$ cat config.mk
export PLATFORM = sky130hd
export DESIGN_NAME = ttag_back
export DESIGN_NICKNAME = d
export VERILOG_FILES = /design/src/hw/rtl/ttag_pkg.sv /design/src/hw/rtl/ttag_back.sv
export SDC_FILE = /design/constraint.sdc
export NUM_CORES = 2
export LEC_CHECK = 0
export ABC_AREA = 1
export BUFFER_PORTS_ARGS = -buffer_cell sky130_fd_sc_hd__buf_4
export CORE_MARGIN = 1
export CORE_UTILIZATION = 50
export CTS_BUF_LIST = sky130_fd_sc_hd__clkbuf_16
export DETAILED_ROUTE_END_ITERATION = 16
export PLACE_DENSITY_LB_ADDON = 0.05
export REMOVE_ABC_BUFFERS = 1
export SETUP_SLACK_MARGIN = 0.3
export SYNTH_ARGS = -nofsm -noshare
export SYNTH_HDL_FRONTEND = slang
export SYNTH_SLANG_ARGS = --single-unit
$ cat constraint.sdc
create_clock -name i_clk -period 6.6 [get_ports i_clk]
set_clock_uncertainty 0.1 [all_clocks]
set_input_delay 0.99 -clock i_clk [delete_from_list [all_inputs] [get_ports i_clk]]
set_output_delay 0.99 -clock i_clk [all_outputs]
set_load 0.02 [all_outputs]
$ cat src/hw/rtl/ttag_pkg.sv
// Shared constants and types for the tensor transpose address generator.
`timescale 1ns / 1ps

package ttag_pkg;

    localparam int VALUE_W     = 32;   // element word
    localparam int NUM_DIMS_W  = 3;    // num_dims register
    localparam int ORDER_W     = 8;    // axis_order register
    localparam int AXIS_SEL_W  = 2;    // one source-axis field of axis_order
    localparam int MAX_AXES    = 4;    // axes addressable through axis_order
    localparam int CFG_INDEX_W = 3;
    localparam int QUEUE_DEPTH = 4;

    localparam logic [ORDER_W-1:0] ORDER_RESET = 8'd228;  // identity order

    typedef enum logic [CFG_INDEX_W-1:0] {
        REG_NUM_DIMS   = 3'd0,
        REG_DIM_SIZE_0 = 3'd1,
        REG_DIM_SIZE_1 = 3'd2,
        REG_DIM_SIZE_2 = 3'd3,
        REG_DIM_SIZE_3 = 3'd4,
        REG_AXIS_ORDER = 3'd5
    } t_cfg_reg;

    // Tensor geometry seen by the odometer
    typedef struct packed {
        logic [NUM_DIMS_W-1:0] n_act;       // axes in use, 1..MAX_AXES
        logic [ORDER_W-1:0]    axis_order;  // source axis per output axis
    } t_geom;

endpackage

$ cat src/hw/rtl/ttag_back.sv
// Back end: per-axis coordinate-by-stride products, then the address sum.
`timescale 1ns / 1ps

module ttag_back #(
    parameter int NUM_AXES   = 4,
    parameter int DIM_WIDTH  = 16,
    parameter int ADDR_WIDTH = 32
) (
    input  logic                            i_clk,
    input  logic                            i_rst_n,
    input  logic                            i_valid,
    output logic                            o_ready,
    input  logic [DIM_WIDTH-1:0]            i_crd [NUM_AXES],
    input  logic [ttag_pkg::VALUE_W-1:0]    i_value,
    input  logic                            i_last,
    input  logic [ADDR_WIDTH-1:0]           i_stride [NUM_AXES],
    output logic                            o_out_valid,
    input  logic                            i_out_ready,
    output logic [ADDR_WIDTH-1:0]           o_out_index,
    output logic [ttag_pkg::VALUE_W-1:0]    o_out_value,
    output logic                            o_last
);
    import ttag_pkg::*;

    logic                  r_a_valid;
    logic [ADDR_WIDTH-1:0] r_prod [NUM_AXES];
    logic [VALUE_W-1:0]    r_a_value;
    logic                  r_a_last;

    logic                  r_out_valid;
    logic [ADDR_WIDTH-1:0] r_index;
    logic [VALUE_W-1:0]    r_value;
    logic                  r_last;

    logic                  w_out_ok;
    logic                  w_a_ok;
    logic [ADDR_WIDTH-1:0] w_sum;

    assign w_out_ok = !r_out_valid || i_out_ready;
    assign w_a_ok   = !r_a_valid || w_out_ok;
    assign o_ready  = w_a_ok;

    always_ff @(posedge i_clk) begin
        if (!i_rst_n) begin
            r_a_valid   <= 1'b0;
            r_out_valid <= 1'b0;
        end else begin
            if (w_a_ok)   r_a_valid   <= i_valid;
            if (w_out_ok) r_out_valid <= r_a_valid;
        end
    end

    always_ff @(posedge i_clk) begin
        if (w_a_ok && i_valid) begin
            for (int i = 0; i < NUM_AXES; i++) begin
                r_prod[i] <= ADDR_WIDTH'(i_crd[i]) * i_stride[i];
            end
            r_a_value <= i_value;
            r_a_last  <= i_last;
        end
    end

    // address wraps at the address width
    always_comb begin
        w_sum = '0;
        for (int i = 0; i < NUM_AXES; i++) w_sum = w_sum + r_prod[i];
    end

    always_ff @(posedge i_clk) begin
        if (w_out_ok && r_a_valid) begin
            r_index <= w_sum;
            r_value <= r_a_value;
            r_last  <= r_a_last;
        end
    end

    assign o_out_valid = r_out_valid;
    assign o_out_index = r_index;
    assign o_out_value = r_value;
    assign o_last      = r_last;

endmodule

==> metrics <==
FILL cells=about 11k; mapped cell area=~0.058 mm²; initial antenna violation count=2; WHS Endpoint=o_out_value[26]; register area share after synthesis=between 10% and 20%; first-pass iteration count of the detailed router=6; diode count=0; flop-to-flop setup slack=between 2000 and 3000 ps; CP Capture Type=flop; gr usage total=27.9%; syn_area_per_cell=~8.1 µm²; Vias=between 40k and 50k; fin nets=9123; Ys Warns=0; DIE HEIGHT=approximately 340 µm; DRC viols=0; Setup Viol. Count Final=0; clock sink total=between 200 and 250; crit path max fanout=24; Netlist cell types=52; post-synthesis mux area share=0%; register area=~0.0068 mm²; Post-Synth XOR/XNOR Area=under 10%; I/O pin cnt=~300; final hold vios=0; core area=0.115 mm²; Yosys reg bits=228; Post-synth EDFFs=226; Fmax=about 0.16 GHz; global-route wire length before repair=approximately 260000 µm; Hold Crit Class=flop to flop; Clock Tree Buf Depth=3; Post-Synth Adder-Cell Area=approximately half; critical path class=primary input to flop; compound-gate portion of the synthesized area=between 3 and 4%; # rows=124; Worst slew margin=35.9%; initial DRC count=2389; asr flop ratio synth=0%; cells after synthesis=7215; crit path from=i_crd[34]; CTS Root Cell=clkbuf_16; total wire length=roughly 160000 µm; dpl hpwl=130000 µm; number of H-tree levels=1; depth of the most critical reg-to-reg path=13; Placed Area=approximately 0.062 mm²; nature of the critical path startpoint=primary input; CTS tree=done; Final Cell Area=roughly 0.063 mm²; max_cap viols=0; chip width=344 µm; worst skew pair latency=550 ps; GR Overflow Total=0; WHS Path Cells=0; CTS clock-pin slew for the worst setup and hold paths=about 70 ps; share of cells above drive strength 1=around 6.9%; initial core utilization=between 50% and 60%; dominant synthesized flop cell=edfxtp_1; area grow syn2layout=7.98%; period utilization=between 90 and 100%; Final min period=approximately 6200 ps; Worst Tran Pin Value=roughly 960 ps; Die ar.=~0.12 mm²; largest family of logic cells by synthesized area=adder cells; routed vias/inst=5.04; RePlAce Congestion=0.937; Multi-input gate area=between 0.04 and 0.05 mm²; R2R Path Start=r_prod[0][1]; Max Transition Viols Final=0; Critical Path AT=about 6300 ps; number of global-route vias before repair=between 40k and 50k; RR Endpoint=o_out_index[21]; RSZ-0062 raised after global routing=yes; largest net degree at the start of global routing=73; wire per inst=17.9 µm; hold path start=r_a_value[26]; post-route ant nets=0; Simple-Gate Fraction of Synth Area=between 10% and 20%; PortBufs=roughly 300; status=finished clean; CTS Buf Count=24; Post-CTS Setup Bufs=0; WP data required=between 6000 and 7000 ps
how the worst max path moves through the flow:
stage | to | slack, ps | cells past startpoint
floorplan | r_prod[0][25] | 840 | 19
global placement | r_prod[1][27] | -300 | 21
detailed placement | r_prod[1][27] | -280 | 21
CTS | r_prod[1][25] | 340 | 21
global route | r_prod[1][27] | 290 | 21
finish | r_prod[1][25] | 440 | 20
state kept, by name, indices dropped and copies added (netlist names):
register,flops
o_last,1
r_prod,128
r_a_last,1
o_out_value,32
o_out_valid,1
o_out_index,32
r_a_value,32
r_a_valid,1
cells by family after synthesis:
| group | after synthesis |
|---|---|
| AO/OA/AOI/OAI | 335 |
| XOR/XNOR | 155 |
| adder cells (fa/ha/maj) | 1569 |
| buffers and inverters | 2460 |
| flip-flops | 228 |
| AND/OR/NAND/NOR | 2468 |
metrics by stage:
step | util, % | setup TNS [ps] | setup WS, ps | instances | hold WS [ps]
after floorplan | - | 0 | 843 | 6881 | 300
after global placement | 54.0 | -1170 | -297 | 8811 | 301
after detailed placement | 54.0 | -880 | -276 | 8811 | 305
after CTS | 54.7 | 0 | 338 | 8855 | 319
after global routing | 54.8 | 0 | 287 | 8855 | 322
final | 54.8 | 0 | 440 | 8855 | 318
cells in the final DEF, fill, tap and decap left out, types with 8 or more instances in the layout:
cell,synthesis,final
a21o_1,18,18
a21oi_1,162,160
a31oi_1,12,11
buf_12,0,8
buf_4,9,398
buf_6,2,12
clkbuf_16,0,24
edfxtp_1,226,226
fa_1,1278,1278
ha_1,291,290
inv_1,2124,2129
nand2_1,2082,2082
nand2_2,12,12
nand3_1,138,138
nand3b_1,11,11
nand4_1,36,36
nor2_1,151,151
nor3_1,20,16
o21ai_0,79,79
o21ai_1,8,8
o21bai_1,9,9
xnor2_1,60,59
xor2_1,94,94
metal layers:
metal,part of all wire [%],vias up,GRT usage [%]
li1,-,20636,-
met1,44,22753,38.7
met2,50,1085,48.7
met3,4.9,164,2.26
met4,1.5,0,4.26
met5,0,-,0
cell usage after synthesis (all sizes together), types with 60 or more instances:
| master | n | area [µm²] |
|---|---|---|
| nor2 | 152 | 573 |
| fa | 1278 | 25600 |
| xnor2 | 60 | 526 |
| ha | 291 | 3640 |
| xor2 | 95 | 840 |
| nand2 | 2094 | 7890 |
| edfxtp | 226 | 6790 |
| clkbuf | 272 | 1020 |
| o21ai | 92 | 479 |
| nand3 | 141 | 721 |
| a21oi | 167 | 855 |
| buf | 62 | 324 |
| inv | 2126 | 7980 |
cell type report:
class | instances | area share (%)
Clock buffer | 24 | 0.953
Sequential cell | 228 | 10.8
Clock inverter | 20 | 0.246
Multi-Input combinational cell | 4527 | 67.1
Inverter | 2126 | 12.7
Tap cell | 1512 | 3.00
Timing Repair Buffer | 418 | 5.21
timing repair:
action | in CTS | in global routing
cloned | 0 | 0
resized for setup | 1 | 22
hold buffers | 0 | 0
pin swaps | 0 | 1
endpoints found under the setup margin | 1 | 15
critical path, stage by stage:
cell and delay [ps]:
buf_6 230, buf_4 170, nand2_1 70, fa_1 490, fa_1 510, fa_1 510
inv_1 50, fa_1 490, fa_1 490, inv_1 50, fa_1 480, inv_1 50
ha_1 360, nand2_1 160, nor2_1 130, inv_1 60, o21ai_0 480, nand3b_1 280
a21oi_1 110, xnor2_1 160
Power is not shown: default switching activity piles up to over one toggle a cycle in this logic, so the estimate is an artifact.
