File: config.mk
export PLATFORM = sky130hd
export DESIGN_NAME = ttag_cfg
export DESIGN_NICKNAME = d
export VERILOG_FILES = /design/src/hw/rtl/ttag_pkg.sv /design/src/hw/rtl/ttag_cfg.sv
export SDC_FILE = /design/constraint.sdc
export NUM_CORES = 2
export LEC_CHECK = 0
export CORE_ASPECT_RATIO = 0.6
export CORE_MARGIN = 4
export CORE_UTILIZATION = 55
export DETAILED_ROUTE_END_ITERATION = 7
export DONT_BUFFER_PORTS = 1
export GPL_TIMING_DRIVEN = 0
export HOLD_SLACK_MARGIN = 0.02
export PLACE_DENSITY = 0.72
export SLEW_MARGIN = 40
export SYNTH_ARGS = -nofsm -noshare
export SYNTH_HDL_FRONTEND = slang
export SYNTH_SLANG_ARGS = --single-unit
File: constraint.sdc
create_clock -name i_clk -period 7.4 [get_ports i_clk]
set_input_delay 1.48 -clock i_clk [delete_from_list [all_inputs] [get_ports i_clk]]
set_output_delay 1.48 -clock i_clk [all_outputs]
set_load 0.01 [all_outputs]
File: src/hw/rtl/ttag_pkg.sv
// Shared constants and types for the tensor transpose address generator.
`timescale 1ns / 1ps

package ttag_pkg;

    localparam int VALUE_W     = 32;   // element word
    localparam int NUM_DIMS_W  = 3;    // num_dims register
    localparam int ORDER_W     = 8;    // axis_order register
    localparam int AXIS_SEL_W  = 2;    // one source-axis field of axis_order
    localparam int MAX_AXES    = 4;    // axes addressable through axis_order
    localparam int CFG_INDEX_W = 3;
    localparam int QUEUE_DEPTH = 4;

    localparam logic [ORDER_W-1:0] ORDER_RESET = 8'd228;  // identity order

    typedef enum logic [CFG_INDEX_W-1:0] {
        REG_NUM_DIMS   = 3'd0,
        REG_DIM_SIZE_0 = 3'd1,
        REG_DIM_SIZE_1 = 3'd2,
        REG_DIM_SIZE_2 = 3'd3,
        REG_DIM_SIZE_3 = 3'd4,
        REG_AXIS_ORDER = 3'd5
    } t_cfg_reg;

    // Tensor geometry seen by the odometer
    typedef struct packed {
        logic [NUM_DIMS_W-1:0] n_act;       // axes in use, 1..MAX_AXES
        logic [ORDER_W-1:0]    axis_order;  // source axis per output axis
    } t_geom;

endpackage

File: src/hw/rtl/ttag_cfg.sv
// Configuration registers and the sequential output-stride calculator.
`timescale 1ns / 1ps

module ttag_cfg #(
    parameter int NUM_AXES   = 4,
    parameter int DIM_WIDTH  = 16,
    parameter int ADDR_WIDTH = 32,
    parameter int CFG_WIDTH  = 16
) (
    input  logic                                i_clk,
    input  logic                                i_rst_n,
    input  logic                                i_cfg_wr_en,
    input  logic [ttag_pkg::CFG_INDEX_W-1:0]    i_cfg_index,
    input  logic [CFG_WIDTH-1:0]                i_cfg_data,
    output ttag_pkg::t_geom                     o_geom,
    output logic [DIM_WIDTH-1:0]                o_ext_m1 [NUM_AXES],
    output logic [ADDR_WIDTH-1:0]               o_stride [NUM_AXES],
    output logic                                o_busy
);
    import ttag_pkg::*;

    localparam int FirstStep = (NUM_AXES > 1) ? NUM_AXES - 2 : 0;

    logic [NUM_DIMS_W-1:0] r_num_dims;
    logic [DIM_WIDTH-1:0]  r_dim_size [NUM_AXES];
    logic [ORDER_W-1:0]    r_axis_order;
    logic [ADDR_WIDTH-1:0] r_stride [NUM_AXES];
    logic                  r_busy;
    logic [AXIS_SEL_W-1:0] r_step;

    logic [NUM_DIMS_W-1:0] w_n_act;
    logic [DIM_WIDTH-1:0]  w_ext [NUM_AXES];
    logic [DIM_WIDTH-1:0]  w_oext [NUM_AXES];
    logic [ADDR_WIDTH-1:0] w_prod;
    logic [NUM_DIMS_W-1:0] w_dim_sel;

    always_comb begin
        w_n_act = r_num_dims;
        if (r_num_dims == '0) w_n_act = NUM_DIMS_W'(1);
        if (int'(w_n_act) > NUM_AXES) w_n_act = NUM_DIMS_W'(NUM_AXES);
    end

    always_comb begin
        for (int a = 0; a < NUM_AXES; a++) begin
            w_ext[a]    = (r_dim_size[a] == '0) ? DIM_WIDTH'(1) : r_dim_size[a];
            o_ext_m1[a] = (r_dim_size[a] == '0) ? '0 : r_dim_size[a] - 1'b1;
        end
    end

    // Extent of each output axis; unused source axis counts as extent 1
    always_comb begin
        logic [AXIS_SEL_W-1:0] src;
        for (int i = 0; i < NUM_AXES; i++) begin
            src       = r_axis_order[AXIS_SEL_W*i +: AXIS_SEL_W];
            w_oext[i] = DIM_WIDTH'(1);
            if (i < int'(w_n_act) && int'(src) < int'(w_n_act)) begin
                for (int a = 0; a < NUM_AXES; a++) begin
                    if (int'(src) == a) w_oext[i] = w_ext[a];
                end
            end
        end
    end

    // stride[k] = stride[k+1] * extent[k+1], one step per cycle unless a register write restarts the walk
    always_comb begin
        w_prod = '0;
        for (int j = 0; j < NUM_AXES; j++) begin
            if (j == int'(r_step) + 1) w_prod = r_stride[j] * ADDR_WIDTH'(w_oext[j]);
        end
    end

    assign w_dim_sel = i_cfg_index - REG_DIM_SIZE_0;

    always_ff @(posedge i_clk) begin
        if (!i_rst_n) begin
            r_num_dims   <= NUM_DIMS_W'(1);
            r_axis_order <= ORDER_RESET;
            for (int a = 0; a < NUM_AXES; a++) begin
                r_dim_size[a] <= DIM_WIDTH'(1);
                r_stride[a]   <= ADDR_WIDTH'(1);
            end
            r_busy <= 1'b0;
            r_step <= '0;
        end else begin
            if (i_cfg_wr_en) begin
                unique case (t_cfg_reg'(i_cfg_index)) inside
                    REG_NUM_DIMS: begin
                        r_num_dims <= i_cfg_data[NUM_DIMS_W-1:0];
                    end
                    REG_DIM_SIZE_0, REG_DIM_SIZE_1, REG_DIM_SIZE_2, REG_DIM_SIZE_3: begin
                        for (int a = 0; a < NUM_AXES; a++) begin
                            if (w_dim_sel == NUM_DIMS_W'(a))
                                r_dim_size[a] <= i_cfg_data[DIM_WIDTH-1:0];
                        end
                    end
                    REG_AXIS_ORDER: begin
                        r_axis_order <= i_cfg_data[ORDER_W-1:0];
                    end
                    default: begin
                    end
                endcase
                r_busy <= (NUM_AXES > 1);
                r_step <= AXIS_SEL_W'(FirstStep);
            end else if (r_busy) begin
                for (int k = 0; k < NUM_AXES; k++) begin
                    if (k == int'(r_step)) r_stride[k] <= w_prod;
                end
                if (r_step == '0) begin
                    r_busy <= 1'b0;
                end else begin
                    r_step <= r_step - 1'b1;
                end
            end
        end
    end

    assign o_geom.n_act      = w_n_act;
    assign o_geom.axis_order = r_axis_order;
    assign o_stride          = r_stride;
    assign o_busy            = r_busy;

endmodule

==> flow_summary_export.csv <==
group,metric,value,unit
outcome,status,"complete, but fails checks",
outcome,failed_checks,"design-rule violations, negative setup slack",
synthesis,ys_types,79,
worst_setup_path,rrSetupSlack,-0.84,ns
place,finalWeightedCongestion,1.044,
worst_setup_path,worstSetupStartpoint,"r_num_dims[2]$_SDFFE_PN0P_",
timing,rsz0062_at_grt,"yes",
drt,num_vias,37290,
synthesis,synthArstFlopShare,0,
worst_setup_path,cpPeakStageDelay,0.64,ns
drt,wire_per_inst,25.67,µm
hold_path,hold_start,"o_stride[112]$_SDFFE_PN0P_",
clock_tree,h-tree-depth,1,
power,vdd_drop_max,0.1641,mV
power,p_per_area,58.94,nW/µm²
timing,setup_viol,45,
drt,drt-met1-wl,64.70,mm
timing,slew-limit-headroom,0.3466,
timing,min_period,8.240,ns
synthesis,syn_area,43890,µm²
drt,antenna_left,0,
synthesis,seq_area_frac_synth,0.1085,
clock_tree,clock_latency,0.60,ns
worst_setup_path,cp-start-kind,"flip-flop",
worst_setup_path,crit_required,7.92,ns
die,io_pins,226,
drt,avgViaCountPerCell,5.954,
global_routing,gr-total-overflow,0,
clock_tree,clk_pin_slew,0.07,ns
worst_setup_path,crit_path_end_kind,"flip-flop",
timing,slew_violations,0,
power,p_leak,22.38,nW
synthesis,synth-edff-count,64,
cells_and_area,area_growth,13.97,%
timing,layout_setup_ws,-0.8403,ns
global_routing,grt_pass1_vias,37590,
cells_and_area,layout.nets,6319,
die,dieArea,84540,µm²
clock_tree,cts_buffer_depth,3,
worst_setup_path,crit_type,"reg2reg",
clock_tree,cts_tree,"built",
synthesis,synth-seq-cells,206,
drt,wl_met3,31.17,mm
worst_setup_path,crit_slowest_cell,"fa_1",
drt,highest_layer,"met5",
drt,dr.pass1.iters,8,
global_routing,antenna_found_initial,16,
synthesis,yosysWarnings,0,
worst_setup_path,rr_startpoint,"r_num_dims[2]$_SDFFE_PN0P_",
global_routing,track_usage,0.3811,
place,post-dp-hpwl,127.3,mm
global_routing,grt_max_degree,17,
timing,fin_worst_skew,0.02523,ns
clock_tree,numCtsBuffers,24,
synthesis,synth.avg_cell_area,8.775,µm²
timing,hold_viol_final,0,
clock_tree,hold_buffers,0,
worst_setup_path,cp_max_fo,10,
die,core,78290,µm²
drt,drt-total-wl,160.8,mm
die,die_w,372.7,µm
flow_run,drv_cap,0,
die,die_h,226.8,µm
worst_setup_path,cp_common_cell,"fa_1",
hold_path,hp-class,"reg2reg",
die,rows,79,
worst_setup_path,arrival,8.76,ns
die,start_util,0.5607,
drt,drtIter0Drc,4722,
timing,fmax,0.1214,GHz
cells_and_area,drive_above_1_share,0.1421,
drt,route.detailed.drc,2,
clock_tree,cts_root_buffer,"clkbuf_16",
place,pre_cts_slack,-2.347,ns
synthesis,synthCells,5002,
synthesis,synthFlopType,"dfxtp_1",
place,io_buffer_count,0,
timing,fin_crit_sh,1.114,
cells_and_area,utilization,0.6390,
synthesis,syn-num-nets,6138,
global_routing,grt_pass1_wl,240.9,mm
clock_tree,cts.sinks,206,
timing,worstMarginPinSlew,0.9802,ns
drt,dr_wl_met2,60.23,mm
-- cells in the mapped netlist, types with 11 or more instances --
library cell,instances,area share
or3_1,18,0.0026
nor4_1,11,0.0016
xnor2_1,135,0.027
edfxtp_1,64,0.044
a21oi_1,156,0.018
buf_2,17,0.0019
and3_1,220,0.031
buf_1,17,0.0015
a211oi_1,13,0.0022
dfxtp_1,142,0.065
nor2_1,108,0.0092
mux4_2,47,0.024
clkbuf_1,253,0.022
nand2_1,1023,0.087
nand3_1,36,0.0041
a21o_1,49,0.0084
inv_1,1004,0.086
nor3_1,28,0.0032
nand2b_1,11,0.0016
o211ai_1,11,0.0019
xor2_1,50,0.010
o21ai_0,59,0.0067
and2_1,262,0.037
fa_1,912,0.42
nor2b_1,12,0.0017
ha_1,202,0.058
-- routing by layer --
| metal | GRT usage | up-vias |
|---|---|---|
| met5 | 0 | - |
| met4 | 0.08019 | 14 |
| met3 | 0.2126 | 322 |
| met2 | 0.4966 | 2788 |
| met1 | 0.5504 | 18720 |
| li1 | - | 15440 |
-- report_power, final --
part | switching, mW | internal [mW] | leakage [nW]
Sequential | 0.0587 | 1.19 | 1.76
Clock | 0.553 | 0.714 | 0.406
Combinational | 0.296 | 0.134 | 20.2
Total | 0.908 | 2.04 | 22.4
-- worst max-delay path: cells and delay by family (launching register included) --
family	cells	cell delay, ns
buffers and inverters	6	1.46
DFF	1	0.36
and+or+nand+nor	4	0.53
xor gates and xnor gates	9	2.09
AOI/OAI and AO/OA	2	0.47
adders and majority gates	7	3.23
-- metrics by stage --
stage,TNS [ns],hold slack (ns),cells,power (mW),area [µm²]
6_report,-16.26,0.4955,6263,2.949,50030
3_3_place_gp,-65.04,0.4812,6055,1.617,45280
3_5_place_dp,-70.10,0.4927,6058,1.625,45380
5_1_grt,-25.78,0.5223,6258,3.003,50010
2_1_floorplan,-0.01288,0.4628,5002,1.458,43960
4_1_cts,-9.051,0.5006,6201,2.893,48780
-- timing repair --
| action | 4_1_cts | 5_1_grt |
|---|---|---|
| pin swaps | 207 | 234 |
| gates cloned | 1 | 0 |
| endpoints found under the setup margin | 63 | 58 |
| buffers inserted | 108 | 64 |
| gates resized for setup | 409 | 237 |
-- flip-flops by register name, indices dropped and copies added (netlist names) --
register / cells
o_stride: 128
r_dim_size: 64
r_axis_order: 8
r_num_dims: 3
r_step: 2
o_busy: 1
-- placed cells by master, fill, tap and decap left out, drive strengths merged, types with 4 or more instances in the layout --
cell type and count:
edfxtp 64, a21boi 10, nor2 108, mux2i 4
diode 10, xnor3 7, fa 912, o211ai 11
ha 202, buf 214, nand2b 12, or2 5
a21oi 157, dfxtp 142, nand4b 4, or3 19
xnor2 136, a31o 5, nand3 36, o21bai 9
nor3 29, nand4 6, mux4 47, a211oi 13
and2 271, a31oi 9, and3 220, nand2 1024
inv 1004, clkbuf 268, or4 9, o21ai 59
o31ai 6, nor4 12, nor2b 14, o21a 8
a21o 49, clkinv 7, xor2 50
-- area by class of cell --
class                   count  area, µm²
fillers                  6433      28260
inverters                1004       3774
plain buffers             282       1523
well taps                1053       1318
multi-input cells        3499      36330
clock inverters             9      87.58
clock buffers              34      721.9
repair buffers            166       1480
flip-flops and latches    206       4771
diodes                     10      25.02
-- worst paths after layout --
kind | endpoint | cells after the start
setup / recovery | o_stride[95]$_SDFFE_PN0P_ | 28
hold / removal | o_stride[112]$_SDFFE_PN0P_ | 2
setup reg to reg | o_stride[95]$_SDFFE_PN0P_ | 28
hold reg to reg | o_stride[112]$_SDFFE_PN0P_ | 2
-- cell families after synthesis --
kind of cell / Yosys count / share of synthesized area
AO/OA/AOI/OAI: 359 / 0.05031
XOR/XNOR: 193 / 0.04088
adder cells (fa/ha/maj): 1114 / 0.4735
buffers and inverters: 1297 / 0.1118
flip-flops: 206 / 0.1085
multiplexers: 54 / 0.02580
AND/OR/NAND/NOR: 1779 / 0.1892
(Power assumes the default switching activity.)
