===== config.mk =====
export PLATFORM = sky130hd
export DESIGN_NAME = ttag_front
export DESIGN_NICKNAME = d
export VERILOG_FILES = /design/src/hw/rtl/ttag_pkg.sv /design/src/hw/rtl/ttag_front.sv
export SDC_FILE = /design/constraint.sdc
export NUM_CORES = 1
export LEC_CHECK = 0
export BUFFER_PORTS_ARGS = -buffer_cell sky130_fd_sc_hd__buf_2
export CORE_MARGIN = 5
export CORE_UTILIZATION = 40
export CTS_BUF_LIST = sky130_fd_sc_hd__clkbuf_16
export DETAILED_ROUTE_END_ITERATION = 7
export PLACE_DENSITY = 0.67
export RECOVER_POWER = 50
export SLEW_MARGIN = 20
export SYNTH_ARGS = -nofsm -noshare
export SYNTH_HDL_FRONTEND = slang
export SYNTH_SLANG_ARGS = --single-unit
export TNS_END_PERCENT = 5

===== constraint.sdc =====
create_clock -name i_clk -period 2.41 [get_ports i_clk]
set_input_delay 0.241 -clock i_clk [delete_from_list [all_inputs] [get_ports i_clk]]
set_output_delay 0.241 -clock i_clk [all_outputs]
set_load 0.02 [all_outputs]

===== src/hw/rtl/ttag_pkg.sv =====
// Shared constants and types for the tensor transpose address generator.
`timescale 1ns / 1ps

package ttag_pkg;

    localparam int VALUE_W     = 32;   // element word
    localparam int NUM_DIMS_W  = 3;    // num_dims register
    localparam int ORDER_W     = 8;    // axis_order register
    localparam int AXIS_SEL_W  = 2;    // one source-axis field of axis_order
    localparam int MAX_AXES    = 4;    // axes addressable through axis_order
    localparam int CFG_INDEX_W = 3;
    localparam int QUEUE_DEPTH = 4;

    localparam logic [ORDER_W-1:0] ORDER_RESET = 8'd228;  // identity order

    typedef enum logic [CFG_INDEX_W-1:0] {
        REG_NUM_DIMS   = 3'd0,
        REG_DIM_SIZE_0 = 3'd1,
        REG_DIM_SIZE_1 = 3'd2,
        REG_DIM_SIZE_2 = 3'd3,
        REG_DIM_SIZE_3 = 3'd4,
        REG_AXIS_ORDER = 3'd5
    } t_cfg_reg;

    // Tensor geometry seen by the odometer
    typedef struct packed {
        logic [NUM_DIMS_W-1:0] n_act;       // axes in use, 1..MAX_AXES
        logic [ORDER_W-1:0]    axis_order;  // source axis per output axis
    } t_geom;

endpackage


===== src/hw/rtl/ttag_front.sv =====
// Front end: input handshake, coordinate odometer and last-element detection.
`timescale 1ns / 1ps

module ttag_front #(
    parameter int NUM_AXES  = 4,
    parameter int DIM_WIDTH = 16
) (
    input  logic                            i_clk,
    input  logic                            i_rst_n,
    input  logic                            i_in_valid,
    output logic                            o_in_ready,
    input  logic [ttag_pkg::VALUE_W-1:0]    i_in_value,
    input  ttag_pkg::t_geom                 i_geom,
    input  logic [DIM_WIDTH-1:0]            i_ext_m1 [NUM_AXES],
    input  logic                            i_hold,
    input  logic                            i_q_ready,
    output logic                            o_q_valid,
    output logic [DIM_WIDTH-1:0]            o_crd [NUM_AXES],
    output logic [ttag_pkg::VALUE_W-1:0]    o_value,
    output logic                            o_last
);
    import ttag_pkg::*;

    logic [DIM_WIDTH-1:0] r_coord [NUM_AXES];
    logic [DIM_WIDTH-1:0] n_coord [NUM_AXES];
    logic [NUM_AXES-1:0]  w_end;
    logic                 w_at_end;
    logic                 w_take;

    assign o_in_ready = !i_hold && i_q_ready;
    assign w_take     = i_in_valid && o_in_ready;

    // A counter at or past its last index (extent minus one), or on an unused axis, counts as at its end
    always_comb begin
        w_at_end = 1'b1;
        for (int a = 0; a < NUM_AXES; a++) begin
            w_end[a] = (a >= int'(i_geom.n_act)) || (r_coord[a] >= i_ext_m1[a]);
            w_at_end = w_at_end & w_end[a];
        end
    end

    // Ripple the carry from the innermost active axis outward
    always_comb begin
        logic carry;
        carry = 1'b1;
        for (int a = NUM_AXES - 1; a >= 0; a--) begin
            if (a >= int'(i_geom.n_act) || w_at_end) begin
                n_coord[a] = '0;
            end else if (carry) begin
                n_coord[a] = w_end[a] ? '0 : r_coord[a] + 1'b1;
            end else begin
                n_coord[a] = r_coord[a];
            end
            carry = carry & w_end[a];
        end
    end

    always_ff @(posedge i_clk) begin
        if (!i_rst_n) begin
            for (int a = 0; a < NUM_AXES; a++) r_coord[a] <= '0;
        end else if (w_take) begin
            r_coord <= n_coord;
        end
    end

    // Coordinate of each output axis, taken from its source input axis
    always_comb begin
        logic [AXIS_SEL_W-1:0] src;
        for (int i = 0; i < NUM_AXES; i++) begin
            src      = i_geom.axis_order[AXIS_SEL_W*i +: AXIS_SEL_W];
            o_crd[i] = '0;
            if (i < int'(i_geom.n_act) && int'(src) < int'(i_geom.n_act)) begin
                for (int a = 0; a < NUM_AXES; a++) begin
                    if (int'(src) == a) o_crd[i] = r_coord[a];
                end
            end
        end
    end

    assign o_q_valid = w_take;
    assign o_value   = i_in_value;
    assign o_last    = w_at_end;

endmodule


==> results of run 1 <==
logic make-up (layout without fill, tap and decap cells):
group,after synthesis,after routing,synth area share
compound gates,177,177,0.160
xor+xnor,3,3,0.00358
fa+ha+maj,71,71,0.121
buf+inv,151,370,0.0960
flops,64,64,0.175
mux,65,65,0.198
simple gates,328,328,0.247
cells in the final DEF, fill, tap and decap left out, types with 8 or more instances in the layout:
master,Yosys,final
buf_2,2,130
nor2_1,23,22
a21oi_1,44,43
and2_1,20,19
o21a_1,28,28
ha_4,0,8
inv_1,72,74
nor3_1,26,19
dfxtp_1,64,57
clkbuf_16,0,9
buf_6,2,8
nand3_1,29,28
nand2_1,80,79
mux4_2,64,64
clkbuf_1,37,16
or2_2,10,10
nor2b_1,68,68
ha_1,71,63
a21boi_1,1,20
o21ai_0,30,25
buf_4,32,122
a21boi_0,33,14
power by group through the flow:
stage,combinational (mW),sequential [mW],clock [mW]
final,0.518,1.06,1.16
after global placement,0.474,1.08,0
after CTS,0.501,1.06,1.17
after detailed placement,0.482,1.08,0
after global routing,0.564,1.06,1.21
after floorplan,0.350,1.08,0
critical path, delay by kind of cell, from the launching register on:
kind | cells | cell delay (ns)
compound gates | 2 | 0.22
fa+ha+maj | 1 | 0.29
buf+inv | 2 | 0.34
flops | 1 | 0.37
simple gates | 3 | 0.92
cell usage after synthesis, drive strengths merged, types with 27 or more instances:
master and instances:
inv 72, dfxtp 64, buf 42, o21ai 32
nor2b 68, o21a 28, clkbuf 37, nand3 31
nand2 81, a21oi 45, a21boi 34, mux4 64
nor3 27, ha 71
layer usage:
layer | GRT usage | wire length (um) | share of wire
met1 | 0.292 | 9980 | 0.40
met2 | 0.379 | 12000 | 0.48
met3 | 0.0486 | 2250 | 0.089
met4 | 0.104 | 891 | 0.035
met5 | 0 | 0 | 0
layout make-up:
class                   count  area, um^2  area share
multi-input cells         644        5680       0.592
repair buffers            284        1820       0.189
flip-flops and latches     64        1290       0.135
well taps                 229         287      0.0299
inverters                  72         270      0.0282
clock buffers               9         225      0.0235
clock inverters             5        20.0     0.00209
path summary, 6_finish.rpt:
path	to	cells after the start
max	o_last	8
min	r_coord[28]	2
max reg2reg	r_coord[55]	11
min reg2reg	r_coord[16]	3
what timing repair did:
item | in CTS | in global routing
resized for setup | 26 | 52
hold buffers | 0 | 0
pin swaps | 16 | 19
setup endpoints to repair | 58 | 63
buffers inserted | 4 | 5
==> metrics.txt, run 1 <==
outcome=finished, violations left; violated checks=setup timing; diode count=0; initial antenna violation count=1; # fillers=1650; RR Startpoint=r_coord[29]; GP Congestion=0.930; antenna-violating nets left=0; drt drc=0; Setup Slack @ Placement=-0.217 ns; via count=between 7000 and 8000; register area share after synthesis=0.175; Synth async-reset ratio=0; deepest clock path buffer count=2; slew margin rel.=0.546; Clk pwr share=0.424; Routed WL per cell=19.2 um; Finished Layout Cells=1307; Mapped Nets=1042; Sink Count=64; die span in y=roughly 150 um; Synth cell types=between 60 and 70; Setup Skew=0.00603 ns; Clock Pin Slew Worst Setup and Hold Paths=0.06 ns; total core area=18000 um^2; Die Width=about 150 um; share of cells above drive strength 1=0.381; final wirelength=25100 um; hold_sp=i_rst_n; power per cell area=around 290 nW/um^2; min cycle time layout=2.74 ns; slowest cell delay on critical path=about 0.49 ns; Setup Viol. Count Final=39; 1st-pass router iterations=5; Clk Latency, worst-skew pair=0.35 ns; Combinational Power Share=0.189; max-cap viol count=0; DP Area=around 9000 um^2; fin area=9600 um^2; HPWL after DPL=around 19000 um; die area=21200 um^2; Synth warnings=0; Clock Tree Root=clkbuf_16; crit path launch type=flop; crit share post-route=1.14; Post-Syn Area=around 7300 um^2; post-layout power=between 2 and 3 mW; # rows=just under 50; CTS tree=yes; critical path's slowest cell=or4_1; DRT iter0 DRCs=a little over 700; largest reg by FF count=r_coord; crit-path cells=ha_4 > and4_1 > o21ai_1 > or4_1 > o2111a_2 > buf_4 > nor4_4 > buf_4; Leak=around 4.3 nW; Setup TNS=-3.46 ns; flop2flop setup slack=-0.17 ns; CP Class=flop to primary output; grt ovf=0; synthesis-to-finish area growth=30.8%; GRT Util Overall=0.231; Fin. Hold Viols=0; FMAX=0.364 GHz; nets=1258; Reg power frac=0.387; I/O Pins=211; max reg flops=64; vias in the first global route=7388; hold crit path type=input pin to flop; Final Util=0.532; placed cell count=1284; Int Power=1.95 mW; Worst-Margin Slew=roughly 0.68 ns; Avg Cell Area, Syn=~8.5 um^2; Post-synth EDFFs=0; Worst EP required=between 2 and 2.5 ns; Worst Setup SP=r_coord[39]; Post-synth top flop=dfxtp_1; Max VDD drop=325 uV; first-pass GRT wire length=approximately 39000 um; Crit. End Element=primary output; Data arrival, critical path=2.50 ns; FF+latch count, synth=64; Max Slew Vio Count=0; Sw Share=0.286; Largest regs=r_coord: 64 flops; Port Buffers=146; NetSw=783 uW; Post-Syn Instances=859; most frequent CP cell=buf_4; top cells by area, synth=mux4_2 (20%), dfxtp_1 (17%), ha_1 (12%), nor2b_1 (5.8%), nand2_1 (4.1%); RSZ-0062 raised after global routing=yes; CTS Buf Count=9; largest net degree at the start of global routing=42; worst setup margin=-0.335 ns; Synth top area share=0.196; vias per cell=5.72; crit-path max FO=3; H-tree depth=3; cell taking the most area after synthesis=mux4_2; Hold Slack=0.392 ns; Initial Utilization=0.407
Power figures use the tool's default switching activity.
==> run 2: changes to the inputs <==
==> constraint.sdc (replaced) <==
create_clock -name i_clk -period 2.5 [get_ports i_clk]
set_input_delay 0.25 -clock i_clk [delete_from_list [all_inputs] [get_ports i_clk]]
set_output_delay 0.25 -clock i_clk [all_outputs]
set_load 0.02 [all_outputs]
==> metrics.txt, run 2 (synthesis results as in run 1) <==
outcome=finished, violations left; violated checks=setup timing; flop2flop setup slack=-0.03 ns; via count=7453; I/O Pins=211; Hold EP=r_coord[25]; total core area=about 18000 um^2; Clock Pin Slew Worst Setup and Hold Paths=0.06 ns; Worst EP required=between 2 and 2.5 ns; Sw Share=0.270; NetSw=729 uW; worst setup margin=-0.210 ns; hold crit path type=input pin to flop; Setup TNS=-0.263 ns; Leak=4.13 nW; Initial Utilization=0.407; deepest clock path buffer count=2; crit-path max FO=4; 1st-pass router iterations=5; die span in y=between 100 and 150 um; # fillers=1698; Fin. Hold Viols=0; die area=21200 um^2; Int Power=1.97 mW; Die Width=between 100 and 150 um; Clk Latency, worst-skew pair=between 0.3 and 0.4 ns; Routed WL per cell=19.2 um; diode count=0; initial antenna violation count=0; crit share post-route=1.08; vias in the first global route=approximately 7000; placed cell count=1267; WHS Path Cells=2; Largest regs=r_coord: 64 flops; HPWL after DPL=19000 um; Sink Count=between 60 and 70; vias per cell=5.80; Crit. End Element=primary output; Clock Tree Root=clkbuf_16; post-layout power=2.70 mW; max-cap viol count=0; Hold Slack=approximately 0.34 ns; RR Startpoint=r_coord[29]; most frequent CP cell=buf_4; GRT Util Overall=0.224; Setup Skew=0.00834 ns; antenna-violating nets left=0; critical path's slowest cell=dfxtp_1; most frequent cells in the layout=buf_2 (124), buf_4 (103), nand2_1 (78); synthesis-to-finish area growth=27.4%; max reg flops=64; Port Buffers=146; leading cell type in the layout, fill and taps excluded=buf_2; GP Congestion=0.930; RR Endpoint=r_coord[38]; Max VDD drop=308 uV; RSZ-0062 raised after global routing=yes; nets=1239; Setup Viol. Count Final=3; slew margin rel.=0.575; Reg power frac=0.378; first-pass GRT wire length=38200 um; # rows=49; largest reg by FF count=r_coord; Clk pwr share=0.445; FMAX=0.369 GHz; slowest cell delay on critical path=roughly 0.34 ns; H-tree depth=3; WP buf/inv=2; grt ovf=0; largest net degree at the start of global routing=29; Setup Slack @ Placement=-0.133 ns; min cycle time layout=2.71 ns; CP Class=flop to primary output; Max Slew Vio Count=0; R2R depth=9; drt drc=0; power per cell area=about 290 nW/um^2; critical path depth in cells=8; share of cells above drive strength 1=0.353; CTS tree=yes; crit path launch type=flop; Finished Layout Cells=1286; Hold Buf Count CTS=0; hold_sp=i_rst_n; Worst-Margin Slew=0.638 ns; CTS Buf Count=9; CP top delay family=simple AND/OR/NAND/NOR gates; crit-path cells=ha_4 > nand4_1 > nor4_2 > a32oi_2 > buf_4 > and2_2 > nor4_4 > buf_4; DRT iter0 DRCs=653; Combinational Power Share=0.177; Data arrival, critical path=approximately 2.5 ns; final wirelength=24700 um
[run 2: worst max-delay path by stage]
| stage | from | to | slack [ns] |
|---|---|---|---|
| after floorplan | r_coord[29] | o_last | -0.07 |
| after global placement | i_ext_m1[29] | o_last | -0.06 |
| after detailed placement | i_ext_m1[0] | r_coord[44] | -0.13 |
| after CTS | r_coord[25] | o_last | -0.26 |
| after global routing | r_coord[14] | o_last | -0.30 |
| final | r_coord[14] | o_last | -0.21 |
[run 2: per-layer routing]
layer / wire (um) / vias to the layer above / global-route usage
met2: 11500 / 365 / 0.366
met4: 736 / 0 / 0.0686
met3: 2580 / 54 / 0.0514
met5: 0 / - / 0
met1: 9920 / 3538 / 0.295
li1: - / 3496 / -
[run 2: stage by stage]
stage               cell area [um^2]   util
finish                          9350  0.519
floorplan                       7360      -
global placement                8800  0.488
CTS                             9170  0.509
global route                    9350  0.519
detailed placement              8800  0.488
[run 2: power by group through the flow]
stage | Sequential (mW) | Combinational, mW | Clock, mW
2_1_floorplan | 1.05 | 0.334 | 0
3_3_place_gp | 1.04 | 0.434 | 0
5_1_grt | 1.02 | 0.526 | 1.26
3_5_place_dp | 1.04 | 0.442 | 0
6_report | 1.02 | 0.478 | 1.20
4_1_cts | 1.02 | 0.453 | 1.21
[run 2: area by class of cell]
type | instances | area [um^2] | share of cell area
clock buffer | 9 | 225 | 0.0241
clock inverter | 3 | 37.5 | 0.00401
inverter | 72 | 270 | 0.0289
multi-input combinational | 644 | 5600 | 0.599
sequential | 64 | 1290 | 0.138
tap | 229 | 287 | 0.0306
timing repair buffer | 265 | 1640 | 0.176
[run 2: what timing repair did]
item / CTS / global route
buffers inserted: 3 / 3
endpoints found under the hold margin: 0 / 0
endpoints found under the setup margin: 45 / 57
pin swaps: 13 / 19
gates cloned: 0 / 1
resized for setup: 16 / 52
