`src/hw/rtl/ttag_pkg.sv`:
```
// Shared constants and types for the tensor transpose address generator.
`timescale 1ns / 1ps

package ttag_pkg;

    localparam int VALUE_W     = 32;   // element word
    localparam int NUM_DIMS_W  = 3;    // num_dims register
    localparam int ORDER_W     = 8;    // axis_order register
    localparam int AXIS_SEL_W  = 2;    // one source-axis field of axis_order
    localparam int MAX_AXES    = 4;    // axes addressable through axis_order
    localparam int CFG_INDEX_W = 3;
    localparam int QUEUE_DEPTH = 4;

    localparam logic [ORDER_W-1:0] ORDER_RESET = 8'd228;  // identity order

    typedef enum logic [CFG_INDEX_W-1:0] {
        REG_NUM_DIMS   = 3'd0,
        REG_DIM_SIZE_0 = 3'd1,
        REG_DIM_SIZE_1 = 3'd2,
        REG_DIM_SIZE_2 = 3'd3,
        REG_DIM_SIZE_3 = 3'd4,
        REG_AXIS_ORDER = 3'd5
    } t_cfg_reg;

    // Tensor geometry seen by the odometer
    typedef struct packed {
        logic [NUM_DIMS_W-1:0] n_act;       // axes in use, 1..MAX_AXES
        logic [ORDER_W-1:0]    axis_order;  // source axis per output axis
    } t_geom;

endpackage

```
`src/hw/rtl/ttag_fifo.sv`:
```
// Short register queue between the front end and the address back end.
`timescale 1ns / 1ps

module ttag_fifo #(
    parameter int WIDTH = 98
) (
    input  logic             i_clk,
    input  logic             i_rst_n,
    input  logic             i_push,
    output logic             o_ready,
    input  logic [WIDTH-1:0] i_data,
    output logic             o_valid,
    input  logic             i_pop,
    output logic [WIDTH-1:0] o_data
);
    import ttag_pkg::*;

    localparam int PtrW = $clog2(QUEUE_DEPTH);

    logic [WIDTH-1:0] r_mem [QUEUE_DEPTH];
    logic [PtrW-1:0]  r_wr_ptr;
    logic [PtrW-1:0]  r_rd_ptr;
    logic [PtrW:0]    r_count;

    always_ff @(posedge i_clk) begin
        if (i_push) r_mem[r_wr_ptr] <= i_data;
    end

    always_ff @(posedge i_clk) begin
        if (!i_rst_n) begin
            r_wr_ptr <= '0;
            r_rd_ptr <= '0;
            r_count  <= '0;
        end else begin
            if (i_push) r_wr_ptr <= r_wr_ptr + 1'b1;
            if (i_pop)  r_rd_ptr <= r_rd_ptr + 1'b1;
            if (i_push && !i_pop) begin
                r_count <= r_count + 1'b1;
            end else if (!i_push && i_pop) begin
                r_count <= r_count - 1'b1;
            end
        end
    end

    assign o_data  = r_mem[r_rd_ptr];
    assign o_valid = (r_count != '0);
    assign o_ready = (r_count != (PtrW+1)'(QUEUE_DEPTH));

endmodule

```
`config.mk`:
```
export PLATFORM = sky130hd
export DESIGN_NAME = ttag_fifo
export DESIGN_NICKNAME = d
export VERILOG_FILES = /design/src/hw/rtl/ttag_pkg.sv /design/src/hw/rtl/ttag_fifo.sv
export SDC_FILE = /design/constraint.sdc
export NUM_CORES = 1
export LEC_CHECK = 0
export BUFFER_PORTS_ARGS = -buffer_cell sky130_fd_sc_hd__buf_2
export CORE_ASPECT_RATIO = 1.5
export CORE_UTILIZATION = 60
export CTS_CLUSTER_SIZE = 16
export DETAILED_ROUTE_END_ITERATION = 8
export PLACE_DENSITY_LB_ADDON = 0.1
export SYNTH_ARGS = -nofsm -noshare
export SYNTH_HDL_FRONTEND = slang
export SYNTH_SLANG_ARGS = --single-unit
export TNS_END_PERCENT = 5
```
`constraint.sdc`:
```
create_clock -name i_clk -period 5.1 [get_ports i_clk]
set_clock_uncertainty 0.15 [all_clocks]
set_input_delay 0.51 -clock i_clk [delete_from_list [all_inputs] [get_ports i_clk]]
set_output_delay 0.51 -clock i_clk [all_outputs]
set_load 0.005 [all_outputs]
```
==> results of run 1 <==
[layout make-up]
class                      instances  area [um^2]  area share
sequential                       401        11960      0.7008
multi-input combinational        129         2469      0.1447
timing repair buffer             212         1101     0.06452
clock buffer                      47        973.4     0.05704
tap                              319        399.1     0.02339
clock inverter                    13        133.9    0.007845
inverter                           4        15.01   0.0008798
antenna                            6        15.01   0.0008798
[routing by layer]
| layer | global-route usage | share of wire | up-vias |
|---|---|---|---|
| li1 | - | - | 2842 |
| met1 | 0.2542 | 0.37 | 3382 |
| met2 | 0.3672 | 0.52 | 212 |
| met3 | 0.05101 | 0.062 | 68 |
| met4 | 0.1023 | 0.040 | 4 |
| met5 | 0 | 0.00088 | - |
[registers in the layout, indices dropped and copies added, names as in the netlist, named ones only]
| signal | count |
|---|---|
| r_count | 3 |
| r_rd_ptr | 2 |
| r_mem | 392 |
| r_wr_ptr | 2 |
[through the flow]
step	worst slack (ns)	hold slack (ns)	power [mW]	instance area (um^2)
floorplan	1.675	0.3224	4.259	14570
global placement	2.083	0.3359	4.510	15940
detailed placement	2.066	0.3852	4.539	15940
CTS	1.522	0.04764	7.073	17050
global route	1.414	0.05499	7.239	17060
finish	1.691	0.06614	7.012	17070
[kinds of logic after synthesis]
kind of cell	after synthesis	synth area share
flops	401	0.8201
mux	100	0.1528
buf+inv	26	0.01116
simple gates	16	0.006353
fa+ha+maj	6	0.005667
xor+xnor	5	0.003006
compound gates	2	0.0008585
[path summary, 6_finish.rpt]
kind / start / to / slack (ns)
max: flip-flop / o_data[23] / 1.69
min: i_data[47] / r_mem[2][47] / 0.07
max reg2reg: r_wr_ptr[0] / r_mem[2][3] / 3.05
min reg2reg: r_count[2] / r_count[2] / 0.40
[report_power, final]
group	leakage, nW	internal (mW)	switching [mW]
logic	1.52	0.308	0.279
clock network	0.535	1.49	1.07
registers	3.68	3.79	0.0823
total	5.74	5.58	1.43
[cell usage in the layout (no fill, tap or decap), drive strengths merged, types with 2 or more instances in the layout]
cell	Yosys	final
clkinv	0	9
xor2	3	3
buf	15	212
clkbuf	7	47
mux4	98	98
and2	9	9
inv	4	4
edfxtp	392	392
mux2i	2	2
xnor2	2	2
diode	0	6
or3	2	2
nand2	2	2
ha	5	5
dfxtp	9	9
bufinv	0	3
nor2b	2	2
==> summary.md, run 1 <==
### Cells and area
- number of inserted filler cells in the final layout: 1,385
- final cell count without fillers: 1,131
- Core Util, Final: 0.7188
- area growth from synthesis to layout: 17.10%
- net total in the final layout: 891
- share of final-layout standard cells stronger than drive strength 1: 0.4467

### Critical path
- critical path fanouts, max: 51
- Worst EP arrival: 2.75 ns
- worst stage delay on the critical path: 1.03 ns
- Critical Path Start Type: flip-flop
- cell count of the worst reg-to-reg path: 4
- cell with the largest stage delay on the worst path: sky130_fd_sc_hd__dfxtp_4
- Crit path required time: 4.44 ns
- logic depth of the worst setup path including buffers: 3
- Critical Path Sink Type: output pin
- cell family with the largest share of critical-path delay: flip-flops
- critical setup path kind: reg2out
- crit-path cells: buf_4, mux4_2, buf_2
- number of buffer and inverter instances along the worst setup path: 2

### Logic synthesis
- cell accounting for the most synthesized area: sky130_fd_sc_hd__edfxtp_1
- Synth cell types: 21
- most used standard cells in the synthesized netlist: 392 x sky130_fd_sc_hd__edfxtp_1, 98 x sky130_fd_sc_hd__mux4_2, 11 x sky130_fd_sc_hd__buf_2
- number of synthesis warnings: 0
- area fraction of the dominant cell type after synthesis: 0.8078
- #FFs+latches synth: 401
- Post-Synthesis Cells: 556
- Cell Area, Synth: 14,570 um^2
- per-instance average area after synthesis: 26.21 um^2
- most frequently used cell type in the post-synthesis netlist: sky130_fd_sc_hd__edfxtp_1
- leading register cell type out of synthesis: sky130_fd_sc_hd__edfxtp_1
- Synthesized Nets: 664
- post-synthesis sequential area ratio: 0.8201
- share of flip-flops with an asynchronous set or reset after synthesis: 0
- top area cells in the synthesized netlist: sky130_fd_sc_hd__edfxtp_1 81%, sky130_fd_sc_hd__mux4_2 15%, sky130_fd_sc_hd__dfxtp_1 1.2%
- number of enable-type register cells in the synthesized netlist: 392

### Route
- via-per-instance ratio: 5.754
- DRT iter0 DRCs: 361
- Detailed Route WL: 26,010 um
- total via count in the routed design: 6,508
- ANT nets after route: 0
- final routed DRC violation total: 0
- detailed-route wire length per cell: 23.00 um
- TritonRoute pass-1 iters: 4

### Floorplan
- Site Rows: 69
- Total Die Area: 24,930 um^2
- floorplan die height: 192.9 um
- horizontal die dimension: 129.2 um
- total I/O pin count: 202
- starting density of the core: 0.6138
- core outline area: 23,740 um^2

### Global route
- pin count of the biggest net entering global routing: 71
- combined global-route utilization of all metal layers: 0.2139
- via count of the first global-routing pass: 7,011
- antenna violations before repair: 7
- final global-route overflow total: 0
- global-route wire length before repair: 38,740 um

### Placed design
- HPWL after DPL: 15,880 um
- number of buffers inserted by port buffering: 201
- placed instance count: 1,065
- final RePlAce weighted congestion: 0.7517

### STA
- setup violators final: 0
- unrepaired setup endpoints after global routing: false
- fmax: 293.3 MHz
- post-route clock period utilization: 0.6685
- Slew @ Worst Pin: 1.049 ns
- post-layout min period: 3.409 ns
- Post-Route Setup TNS: 0 ns
- worst rel slew slack: 0.3005
- Max Slew Vio Count: 0
- final hold violation count: 0

### Pwr
- Lkg Pwr: 5.736 nW
- power density over cell area: 410.9 nW/um^2
- VDD IR-drop max: 0.2874 mV

### Status
- result of the run: finished, final reports clean

### Min path
- instance count along the most critical hold path: 1
- Hold WC Path Type: in2reg

### CTS
- TritonCTS buffer count: 35
- clock sink count: 401
- CTS tree: built
- Clock H-tree levels: 2
- Clock Pin Slew Worst Setup and Hold Paths: 0.07 ns
- post-CTS setup-driven buffer insertion count: 0
- Clock Tree Root: sky130_fd_sc_hd__clkbuf_16
- number of buffers added to fix hold violations after cts: 0
- post-cts sizing count: 0
- maximum root-to-sink buffer count: 3
- worst-skew pair later-pin latency: 0.50 ns

### Run
- max-cap violations: 0

Power figures use the tool's default switching activity.
==> inputs of run 2 (changes only) <==
- CORE_UTILIZATION: 60 -> 57
- clock period: 5.1 -> 3.4 ns (I/O delays scaled with it)
==> run 2 against run 1 <==
Register-to-register slack worse by 1.8 ns. Non-clock buffer count is 102 higher. Combinational power is 77% higher. Sequential cell count stayed put. Critical path depth stayed put. Die area is 5.2% higher. Wire length is 6.3% higher. Clock power is 53% higher. Critical path type unchanged. Highest routed layer unchanged.
==> summary.md, run 2 (same netlist as run 1, synthesis figures left out) <==
### Critical path
- Critical Path Start Type: flip-flop
- Worst EP arrival: 2.19 ns
- critical path fanouts, max: 18
- Critical Path Sink Type: output pin
- Crit path required time: 2.91 ns
- critical setup path kind: reg2out

### Run
- max-cap violations: 0

### Cells and area
- net total in the final layout: 996
- final antenna diode count: 0
- number of inserted filler cells in the final layout: 1,564
- most common cell after layout, fill and taps aside: sky130_fd_sc_hd__edfxtp_1
- share of final-layout standard cells stronger than drive strength 1: 0.4000
- register ranked first by flip-flop count: r_mem
- Seq. cell area: 11,960 um^2
- largest registers: r_mem: 392 flops, r_count: 3 flops
- area growth from synthesis to layout: 24.90%
- top library cells by usage in the layout, fill and taps aside: 392 x sky130_fd_sc_hd__edfxtp_1, 201 x sky130_fd_sc_hd__buf_2, 99 x sky130_fd_sc_hd__dlygate4sd3_1
- flip-flop count of the largest register, all copies and words added: 392
- multi-input logic area: 2469 um^2

### STA
- final hold violation count: 0
- post-route clock period utilization: 0.7870
- worst rel slew slack: 0.5245
- worst hold-check slack: 0.04178 ns
- fmax: 373.7 MHz
- setup violators final: 0
- post-layout min period: 2.676 ns
- Max Slew Vio Count: 0
- unrepaired setup endpoints after global routing: false
- Slew @ Worst Pin: 0.7132 ns

### Route
- TritonRoute pass-1 iters: 6
- Detailed Route WL: 27,640 um
- via-per-instance ratio: 5.597
- DRT iter0 DRCs: 363
- detailed-route wire length per cell: 22.24 um
- total via count in the routed design: 6,957
- final routed DRC violation total: 0
- ANT nets after route: 0

### Floorplan
- floorplan die height: 197.8 um
- Site Rows: 71
- starting density of the core: 0.5817
- Total Die Area: 26,220 um^2
- horizontal die dimension: 132.6 um
- core outline area: 25,050 um^2
- total I/O pin count: 202

### Pwr
- power density over cell area: 588.9 nW/um^2
- Lkg Pwr: 6.213 nW
- VDD IR-drop max: 0.5051 mV
- overall power: 10.72 mW

### Global route
- pin count of the biggest net entering global routing: 45
- combined global-route utilization of all metal layers: 0.2203
- via count of the first global-routing pass: 7,716
- global-route wire length before repair: 42,520 um
- antenna violations before repair: 1
- final global-route overflow total: 0

### Placed design
- final RePlAce weighted congestion: 0.7019
- number of buffers inserted by port buffering: 201
- HPWL after DPL: 16,590 um

### Min path
- Hold WC Path Type: in2reg

### CTS
- maximum root-to-sink buffer count: 3
- TritonCTS buffer count: 38
- post-cts sizing count: 0
- Clock Tree Root: sky130_fd_sc_hd__clkbuf_16
- Clock H-tree levels: 2
- worst-skew pair later-pin latency: 0.52 ns
- Clock Pin Slew Worst Setup and Hold Paths: 0.06 ns
- clock sink count: 401
- CTS tree: built

### Status
- result of the run: finished, final reports clean

-- run 2: cell types whose count changed in the layout (fill, tap and decap cells not counted), sizes merged --
cell | before | now
dlygate4sd3 | 0 | 99
clkinv | 9 | 16
buf | 212 | 215
clkbuf | 47 | 49
diode | 6 | 0
bufinv | 3 | 1
-- run 2: area by class of cell --
type,instances,area share
Sequential cell,401,0.6570
Multi-Input combinational cell,129,0.1356
Timing Repair Buffer,314,0.1203
Clock buffer,49,0.05802
Tap cell,328,0.02255
Clock inverter,18,0.005637
Inverter,4,0.0008249
-- run 2: metal layers --
metal  part of all wire  track usage
met3              0.054      0.04634
met1               0.38       0.2632
met2               0.54       0.3982
met5            0.00047            0
met4              0.020      0.07365
-- run 2: worst paths after layout --
path | from | end | slack (ns) | cells after the start
max | flip-flop | o_data[18] | 0.72 | 3
min | i_pop | flip-flop | 0.04 | 3
max reg2reg | r_wr_ptr[0] | r_mem[0][91] | 1.28 | 4
min reg2reg | r_count[2] | r_count[2] | 0.38 | 2
-- run 2: per-stage QoR --
step                setup TNS, ns  cells    util  setup WS (ns)  area (um^2)
global route                    0   1243  0.7266         0.5794        18200
CTS                             0   1243  0.7266         0.6461        18200
global placement                0   1077  0.6407          1.237        16050
finish                          0   1243  0.7266         0.7242        18200
floorplan                  -3.597    556       -       -0.02461        14570
detailed placement              0   1077  0.6407          1.218        16050
-- run 2: what timing repair did --
action,in CTS,in global routing
setup buffers,0,0
hold buffers,99,0
endpoints found under the setup margin,0,0
hold endpoints to repair,401,0
-- run 2: worst max-delay path, stage by stage, from the launching register on --
cell and delay (ns):
sky130_fd_sc_hd__dfxtp_4 0.53, sky130_fd_sc_hd__buf_4 0.40, sky130_fd_sc_hd__mux4_2 0.57, sky130_fd_sc_hd__buf_2 0.15
-- run 2: power by group --
part | internal, mW | switching [mW] | leakage, nW
clock | 2.26 | 1.66 | 0.563
sequential | 5.68 | 0.0813 | 3.68
combinational | 0.552 | 0.492 | 1.97
total | 8.49 | 2.23 | 6.21
==> inputs of run 3 (changes only) <==
- clock period: 3.4 -> 2.5 ns (I/O delays scaled with it)
==> run 3 against run 2 <==
Combinational power up 42%. Hold slack better by 0.29 ns. Critical path type unchanged. First-iteration DRC count up 4.1%. Critical endpoint is now o_data[0]. Sequential cell count unchanged. Sequential power up 36%.
==> summary.md, run 3 (same netlist as run 1, synthesis figures left out) <==
### Pwr
- clock network fraction of design power: 0.360
- switching share of total power: 0.2076
- VDD IR-drop max: 0.7894 mV
- share of power burned in registers: 0.538
- power density over cell area: 793.5 nW/um^2
- internal power: 11.51 mW
- Lkg Pwr: 6.253 nW
- Gate power share: 0.102
- P_sw: 3.017 mW

### Placed design
- number of buffers inserted by port buffering: 201
- placed instance count: 1,079
- post-placement setup slack: 0.5074 ns
- HPWL after DPL: 15,940 um
- final RePlAce weighted congestion: 0.6980

### CTS
- clock sink count: 401
- Clock H-tree levels: 2
- maximum root-to-sink buffer count: 3
- CTS tree: built
- TritonCTS buffer count: 37
- Clock Pin Slew Worst Setup and Hold Paths: 0.06 ns
- post-cts sizing count: 0
- worst-skew pair later-pin latency: 0.51 ns
- Clock Tree Root: sky130_fd_sc_hd__clkbuf_16

### Critical path
- Critical Path Start Type: flip-flop
- cell count of the worst reg-to-reg path: 4
- Critical Path Sink Type: output pin
- capturing point of the worst reg2reg path: r_count[2]
- cell family with the largest share of critical-path delay: multiplexers
- critical path fanouts, max: 24
- worst stage delay on the critical path: 0.57 ns
- cell with the largest stage delay on the worst path: sky130_fd_sc_hd__mux4_2
- Crit path required time: 2.10 ns
- Worst EP arrival: 1.95 ns
- Register-to-Register Setup Slack: 0.78 ns
- critical setup path kind: reg2out
- crit-path cells: buf_12, mux4_2, buf_2
- startpoint of the most critical register-to-register path: r_count[0]
- number of buffer and inverter instances along the worst setup path: 2

### STA
- Slew @ Worst Pin: 0.3541 ns
- fmax: 425.6 MHz
- unrepaired setup endpoints after global routing: false
- final hold violation count: 0
- fin worst setup slack: 0.1505 ns
- post-layout min period: 2.350 ns
- setup violators final: 0
- Max Slew Vio Count: 0
- worst rel slew slack: 0.7640
- post-route clock period utilization: 0.9398

### Cells and area
- final cell count without fillers: 1,247
- most common cell after layout, fill and taps aside: sky130_fd_sc_hd__edfxtp_1
- largest registers: r_mem: 392 flops, r_count: 3 flops
- area growth from synthesis to layout: 25.64%
- register ranked first by flip-flop count: r_mem
- flip-flop count of the largest register, all copies and words added: 392
- share of final-layout standard cells stronger than drive strength 1: 0.4041
- net total in the final layout: 1,002
- number of inserted filler cells in the final layout: 1,536
- top library cells by usage in the layout, fill and taps aside: 392 x sky130_fd_sc_hd__edfxtp_1, 201 x sky130_fd_sc_hd__buf_2, 102 x sky130_fd_sc_hd__dlygate4sd3_1

### Route
- TritonRoute pass-1 iters: 4
- Detailed Route WL: 27,730 um
- ANT nets after route: 0
- DRT iter0 DRCs: 378
- total via count in the routed design: 6,985
- detailed-route wire length per cell: 22.24 um
- via-per-instance ratio: 5.601
- final routed DRC violation total: 0

### Floorplan
- total I/O pin count: 202
- horizontal die dimension: 132.6 um
- core outline area: 25,050 um^2
- starting density of the core: 0.5817
- Total Die Area: 26,220 um^2
- floorplan die height: 197.8 um
- Site Rows: 71

### Global route
- via count of the first global-routing pass: 7,812
- antenna violations before repair: 1
- global-route wire length before repair: 42,820 um
- pin count of the biggest net entering global routing: 53
- final global-route overflow total: 0
- combined global-route utilization of all metal layers: 0.2210

### Min path
- instance count along the most critical hold path: 2
- worst hold path startpoint: i_data[47]
- Hold EP: r_mem[2][47]
- Hold WC Path Type: in2reg

### Run
- max-cap violations: 0

### Status
- result of the run: finished, final reports clean

-- run 3: changes by cell type in the layout (fill, tap and decap cells not counted), sizes merged --
cell	change
clkbuf	-1
diode	+1
bufinv	+1
clkinv	-4
buf	+4
dlygate4sd3	+3
-- run 3: worst reg2reg max path, delay by kind of cell (launching register included) --
family	cells	cell delay (ns)
xor gates and xnor gates	1	0.16
AOI/OAI and AO/OA	1	0.20
DFF	1	0.36
and+or+nand+nor	1	0.31
adders and majority gates	1	0.44
-- run 3: per-stage QoR --
stage / power (mW) / hold WS, ns / setup TNS (ns) / utilization / instance area [um^2]
after floorplan: 8.680 / 0.1989 / -268.20 / - / 14570
after global placement: 9.256 / 0.3088 / 0 / 0.6448 / 16150
after detailed placement: 9.317 / 0.3165 / 0 / 0.6448 / 16150
after CTS: 14.66 / 0.3106 / 0 / 0.7307 / 18310
after global routing: 15.01 / 0.3211 / 0 / 0.7308 / 18310
final: 14.53 / 0.3362 / 0 / 0.7308 / 18310
-- run 3: per-layer routing --
layer	wire, um	vias up	GRT usage
li1	-	3062	-
met1	10500	3636	0.2687
met2	14970	228	0.3930
met3	1470	59	0.04583
met4	782	0	0.07876
met5	0	-	0
-- run 3: final cells by class --
class                      count  area (um^2)  share of cell area
antenna                        1        2.502           0.0001367
sequential                   401        11960              0.6532
inverter                       4        15.01           0.0008201
clock buffer                  48        997.2             0.05447
timing repair buffer         321         2337              0.1277
multi-input combinational    129         2469              0.1348
clock inverter                15        118.9            0.006492
tap                          328        410.4             0.02242
-- run 3: how the worst max path moves through the flow --
stage	startpoint	to	slack, ns	depth (start not counted)
final	flip-flop	o_data[0]	0.15	3
after detailed placement	i_push	r_count[2]	0.51	7
after global placement	flip-flop	o_data[59]	0.55	3
after global routing	flip-flop	o_data[0]	0.07	3
after floorplan	r_wr_ptr[0]	r_mem[2][0]	-0.92	3
after CTS	flip-flop	o_data[59]	0.10	3
-- run 3: power groups by stage --
stage / logic (mW) / registers (mW) / clock network, mW
global placement: 1.32 / 7.94 / 0
finish: 1.48 / 7.82 / 5.23
detailed placement: 1.35 / 7.97 / 0
CTS: 1.50 / 7.82 / 5.34
global route: 1.59 / 7.84 / 5.58
floorplan: 0.747 / 7.93 / 0
-- run 3: repair_timing --
item	in CTS	in global routing
setup endpoints to repair	7	0
setup buffers	2	0
endpoints found under the hold margin	401	0
hold buffers	102	0
